[config.mk]
export PLATFORM = sky130hd
export DESIGN_NAME = schc_pipe_ctrl
export DESIGN_NICKNAME = d
export VERILOG_FILES = /design/src/schc_pkg.sv /design/src/schc_pipe_ctrl.sv
export SDC_FILE = /design/constraint.sdc
export NUM_CORES = 1
export LEC_CHECK = 0
export ABC_CLOCK_PERIOD_IN_PS = 1450
export BUFFER_PORTS_ARGS = -buffer_cell sky130_fd_sc_hd__buf_2
export CORE_AREA = 2 2 39 41
export CTS_CLUSTER_SIZE = 14
export DETAILED_ROUTE_END_ITERATION = 6
export DIE_AREA = 0 0 41 43
export PLACE_DENSITY = 0.55
export SLEW_MARGIN = 40
export SYNTH_ARGS = -nofsm -noshare
export SYNTH_HDL_FRONTEND = slang
export SYNTH_SLANG_ARGS = --single-unit
[constraint.sdc]
create_clock -name clk_i -period 1.45 [get_ports clk_i]
set_input_delay 0.0725 -clock clk_i [delete_from_list [all_inputs] [get_ports clk_i]]
set_output_delay 0.0725 -clock clk_i [all_outputs]
set_load 0.02 [all_outputs]
[src/schc_pkg.sv]
// ----------------------------------------------------------------------------
// schc_pkg: shared definitions for the segment versus circle hit test
// Holds the default coordinate width, the pipeline depth and the control
// bundle that runs between the stage controller and the datapath.
// ----------------------------------------------------------------------------
`default_nettype none

package schc_pkg;

  // Default width of one coordinate field.
  localparam int unsigned COORD_WIDTH_DEF = 16;

  // Number of register stages in the datapath, output register included.
  localparam int unsigned NUM_STAGES = 7;

  // Per-stage load enables and valid bits.
  typedef struct packed {
    logic [NUM_STAGES-1:0] en;
    logic [NUM_STAGES-1:0] vld;
  } pipe_ctrl_t;

endpackage : schc_pkg

`default_nettype wire

[src/schc_pipe_ctrl.sv]
// ----------------------------------------------------------------------------
// schc_pipe_ctrl: valid and load-enable chain for the hit test pipeline
// Each stage loads when it is empty or when the stage after it moves on,
// so bubbles close up and a stall at the output loses nothing.
// ----------------------------------------------------------------------------
`default_nettype none

module schc_pipe_ctrl
  import schc_pkg::*;
(
  input  wire logic clk_i,
  input  wire logic rst_ni,
  input  wire logic in_valid_i,
  input  wire logic out_ready_i,
  output pipe_ctrl_t ctrl_o
);

  logic [NUM_STAGES-1:0] vld_q;
  logic [NUM_STAGES-1:0] vld_d;
  logic [NUM_STAGES:0]   en;

  always_comb begin
    en[NUM_STAGES] = out_ready_i;
    for (int k = NUM_STAGES - 1; k >= 0; k--) begin
      en[k] = !vld_q[k] || en[k+1];
    end
  end

  always_comb begin
    vld_d = vld_q;
    if (en[0]) begin
      vld_d[0] = in_valid_i;
    end
    for (int k = 1; k < NUM_STAGES; k++) begin
      if (en[k]) begin
        vld_d[k] = vld_q[k-1];
      end
    end
  end

  always_ff @(posedge clk_i or negedge rst_ni) begin
    if (!rst_ni) begin
      vld_q <= '0;
    end else begin
      vld_q <= vld_d;
    end
  end

  assign ctrl_o.en  = en[NUM_STAGES-1:0];
  assign ctrl_o.vld = vld_q;

endmodule : schc_pipe_ctrl

`default_nettype wire
# ---- After elaboration in Yosys (flattened, before gate mapping)
# Index checks and enable logic that the tools add are counted.
# Widths: inputs -> output; s select.
dict set report totals {
  regBits 7
  inputBits 4
}
dict set report op_classes {
  n_reduce_logical 14
}
# cell count
set ops {}
lappend ops {{$logic_not 1->1} 7}
lappend ops {{$logic_or 1x1->1} 7}

# ---- Longest topological paths before layout
dict set report logic_depth {
  ltp_word 8
  ltp_mapped 3
  ltp_nobuf 2
}

# ---- Worst setup path after synthesis
# OpenSTA, ideal clock, no wires.
dict set report synth_timing {
  kind {flip-flop to flip-flop}
  from {register vld_q[5]}
  to {register vld_q[0]}
  setup_time_ns 0.120
  arrival_ns 1.021
  t_required_ns 1.330
  slack_ns 0.309
  path_stages_with_launch 4
  period_less_slack_ns 1.141
  path_cell_list {dfrtp_1 > and4b_1 > buf_6 > a41o_1}
}
dict set report synth_between {
  elab_chain_cells 7
}
# element line
set synth_lines {}
lappend synth_lines {{from (decl)} schc_pipe_ctrl.sv:18} ;# logic [NUM_STAGES-1:0] vld_q;
lappend synth_lines {{from (signal assigned)} schc_pipe_ctrl.sv:45} ;# vld_q <= vld_d;
lappend synth_lines {{$logic_not 1->1} schc_pipe_ctrl.sv:25} ;# en[k] = !vld_q[k] || en[k+1];
lappend synth_lines {{$logic_or 1x1->1 (6 in series)} schc_pipe_ctrl.sv:25}
# No other way between the ends.
# A chain may end at the register's enable or synchronous reset.

==> key figures <==
Outcome
  • Outcome: finished, final reports clean

Finish
  • Area growth, synth to finish: 42.6%
  • Largest regs: vld_q x7
  • Biggest register: vld_q
  • # nets final: 50
  • Final instance area: 423 um^2
  • Ant. Diodes: 0
  • Max reg flops: 7
  • Post-Route Utilization: 0.306
  • Layout cells sized above 1: 0.467

Synth
  • Ys flop type: dfrtp_1
  • Synth area leaders: dfrtp_1 (59%), nand2b_1 (6.3%), a21o_1 (5.1%)
  • Mapped Nets: 29
  • Mapped Area: 297 um^2
  • Seq/Total Area, Yosys: 0.591
  • Synth warnings: 0
  • EDFF count, synth: 0
  • Asr flop ratio synth: 1.00
  • Yosys reg bits: 7
  • Synth top area share: 0.591
  • Synthesized area per cell: 11.9 um^2
  • Netlist cell types: 15
  • Most common cell in the synthesized netlist: dfrtp_1
  • Yosys top cell by area: dfrtp_1
  • Top cells by count, synth: dfrtp_1 (7), nand2b_1 (3), a21o_1 (2), nand2_1 (2)
  • Cells after Synth: 25

Floorplan
  • Std-Cell Rows: 14
  • Ports: 18
  • Core area: 1380 um^2
  • Chip Width: 41 um
  • Starting density of the core: 0.214
  • Die H: 43 um
  • Die ar.: 1760 um^2

Timing
  • Setup_tns: 0 ns
  • Max-slew violations: 0
  • Worst Slack Setup Final: 0.113 ns
  • Worst Skew: 0.00339 ns
  • Worst-margin pin slew: 0.205 ns
  • Endpoints failing setup: 0
  • Worst hold slack: 0.00757 ns
  • RSZ-0062 raised after global routing: no
  • Max transition margin: 0.864
  • Endpoints failing hold: 0
  • Final Cycle Share: 0.922
  • Tmin final: 1.34 ns
  • F_max: 0.748 GHz

Power and ir drop
  • Power per cell area: 1510 nW/um^2
  • VDD IR-drop max: 558 uV
  • Leak: 0.000195 uW

GRT
  • Antenna violations before repair: 0
  • First-pass GRT wire length: 917 um
  • Total track usage: 0.0891
  • Vias in the first global route: 209
  • Largest net degree at the start of global routing: 11
  • GRT Residual Overflow: 0

CTS
  • CTS max path bufs: 2
  • Num CTS Buffers: 3
  • Clk pin slew, worst setup/hold paths: 0.05 ns
  • CTS Root Cell: clkbuf_4
  • Clock sinks: 7
  • CTS tree: yes
  • Clock latency on the worst-skew pair: 0.25 ns
  • H-tree depth: 1

Worst hold path
  • Hold crit path type: primary input to register

Route
  • Starting DRT DRC Count: 0
  • DR pass1 iterations: 1
  • WL final: 641 um
  • Drt drc: 0
  • Via density: 4.11
  • WL/cell: 10.5 um
  • Via count: 251
  • Remaining antenna violation count after routing: 0

Run
  • Max-cap violations: 0

Placed design
  • GP Congestion: 0.663
  • Dpl cell area: 385 um^2
  • Port Buffers: 17
  • DP HPWL: 441 um
  • Setup WS pre-CTS: 0.305 ns

Setup path
  • Arr. time, crit path: 1.26 ns
  • Ordered cell list for the critical path: and4b_2 -> nand4_1 -> buf_2
  • Critical path class: register to output port
  • Max incr delay on CP: 0.37 ns
  • CP Capture Type: output port
  • Critical path's slowest cell: dfrtp_1
  • CP required: 1.38 ns
  • Startpoint Class: register
  • Worst-path maximum fanout: 10
[placed cells by master (no fill, tap or decap)]
master,Yosys,layout
nand4_1,1,1
buf_2,1,17
nand3_1,1,1
nand2b_1,3,3
or2_1,1,1
dlygate4sd3_1,0,1
a21o_1,2,2
a41o_1,1,1
and2_1,1,1
clkbuf_4,0,3
a31o_1,1,1
and4b_2,0,1
inv_1,1,1
dfrtp_1,7,7
nand2_1,2,2
clkbuf_1,0,1
nand3b_1,1,1
[power breakdown]
| group | switching, uW | leakage, uW | internal, uW |
|---|---|---|---|
| Clock | 71.5 | 0.0000150 | 105 |
| Combinational | 135 | 0.000106 | 74.0 |
| Sequential | 27.8 | 0.0000738 | 225 |
[final cells by class]
| type | count | area, um^2 |
|---|---|---|
| Tap cell | 16 | 20.0 |
| Sequential cell | 7 | 175 |
| Clock buffer | 4 | 26.3 |
| Fill cell | 138 | 961 |
| Inverter | 1 | 3.75 |
| Multi-Input combinational cell | 15 | 103 |
| Timing Repair Buffer | 18 | 95.1 |
[worst max-delay path: cells and delay by family (launching register included)]
kind                   cells  cell delay, ns
AND/OR/NAND/NOR            2            0.47
buffers and inverters      1            0.17
flip-flops                 1            0.37
[logic make-up after synthesis]
| kind of cell | count (synthesis) | synth area share |
|---|---|---|
| AOI/OAI and AO/OA | 4 | 0.114 |
| buffers and inverters | 3 | 0.0675 |
| DFF | 7 | 0.591 |
| and+or+nand+nor | 11 | 0.228 |
[per-stage QoR]
stage / power (uW) / instances
global placement: 460 / 56
CTS: 647 / 61
global route: 691 / 61
detailed placement: 461 / 56
floorplan: 402 / 25
finish: 638 / 61
[layer usage]
metal,up-vias,share of wire,wire length (um),track usage
met3,2,0.13,81,0.0785
met4,0,0.012,8,0.0600
met1,102,0.50,321,0.119
li1,127,-,-,-
met5,-,0,0,0
met2,20,0.36,230,0.0875
[timing repair]
| item | CTS | global route |
|---|---|---|
| endpoints found under the setup margin | 0 | 5 |
| resized for setup | 0 | 1 |
| endpoints found under the hold margin | 7 | 0 |
| buffers inserted | 0 | 0 |
| hold buffers | 1 | 0 |
[final timing paths]
kind                                       from                    to  slack (ns)  depth (start not counted)
min in group asynchronous                rst_ni  vld_q[5]$_DFFE_PN0P_        0.18                          2
max reg2reg                vld_q[5]$_DFFE_PN0P_  vld_q[0]$_DFFE_PN0P_        0.38                          2
min reg2reg                vld_q[2]$_DFFE_PN0P_  vld_q[3]$_DFFE_PN0P_        0.48                          1
min                                  in_valid_i  vld_q[0]$_DFFE_PN0P_       0.008                          2
max                        vld_q[5]$_DFFE_PN0P_             ctrl_o[7]        0.11                          3
max in group asynchronous                rst_ni  vld_q[1]$_DFFE_PN0P_        1.11                          2
(Power assumes the default switching activity.)
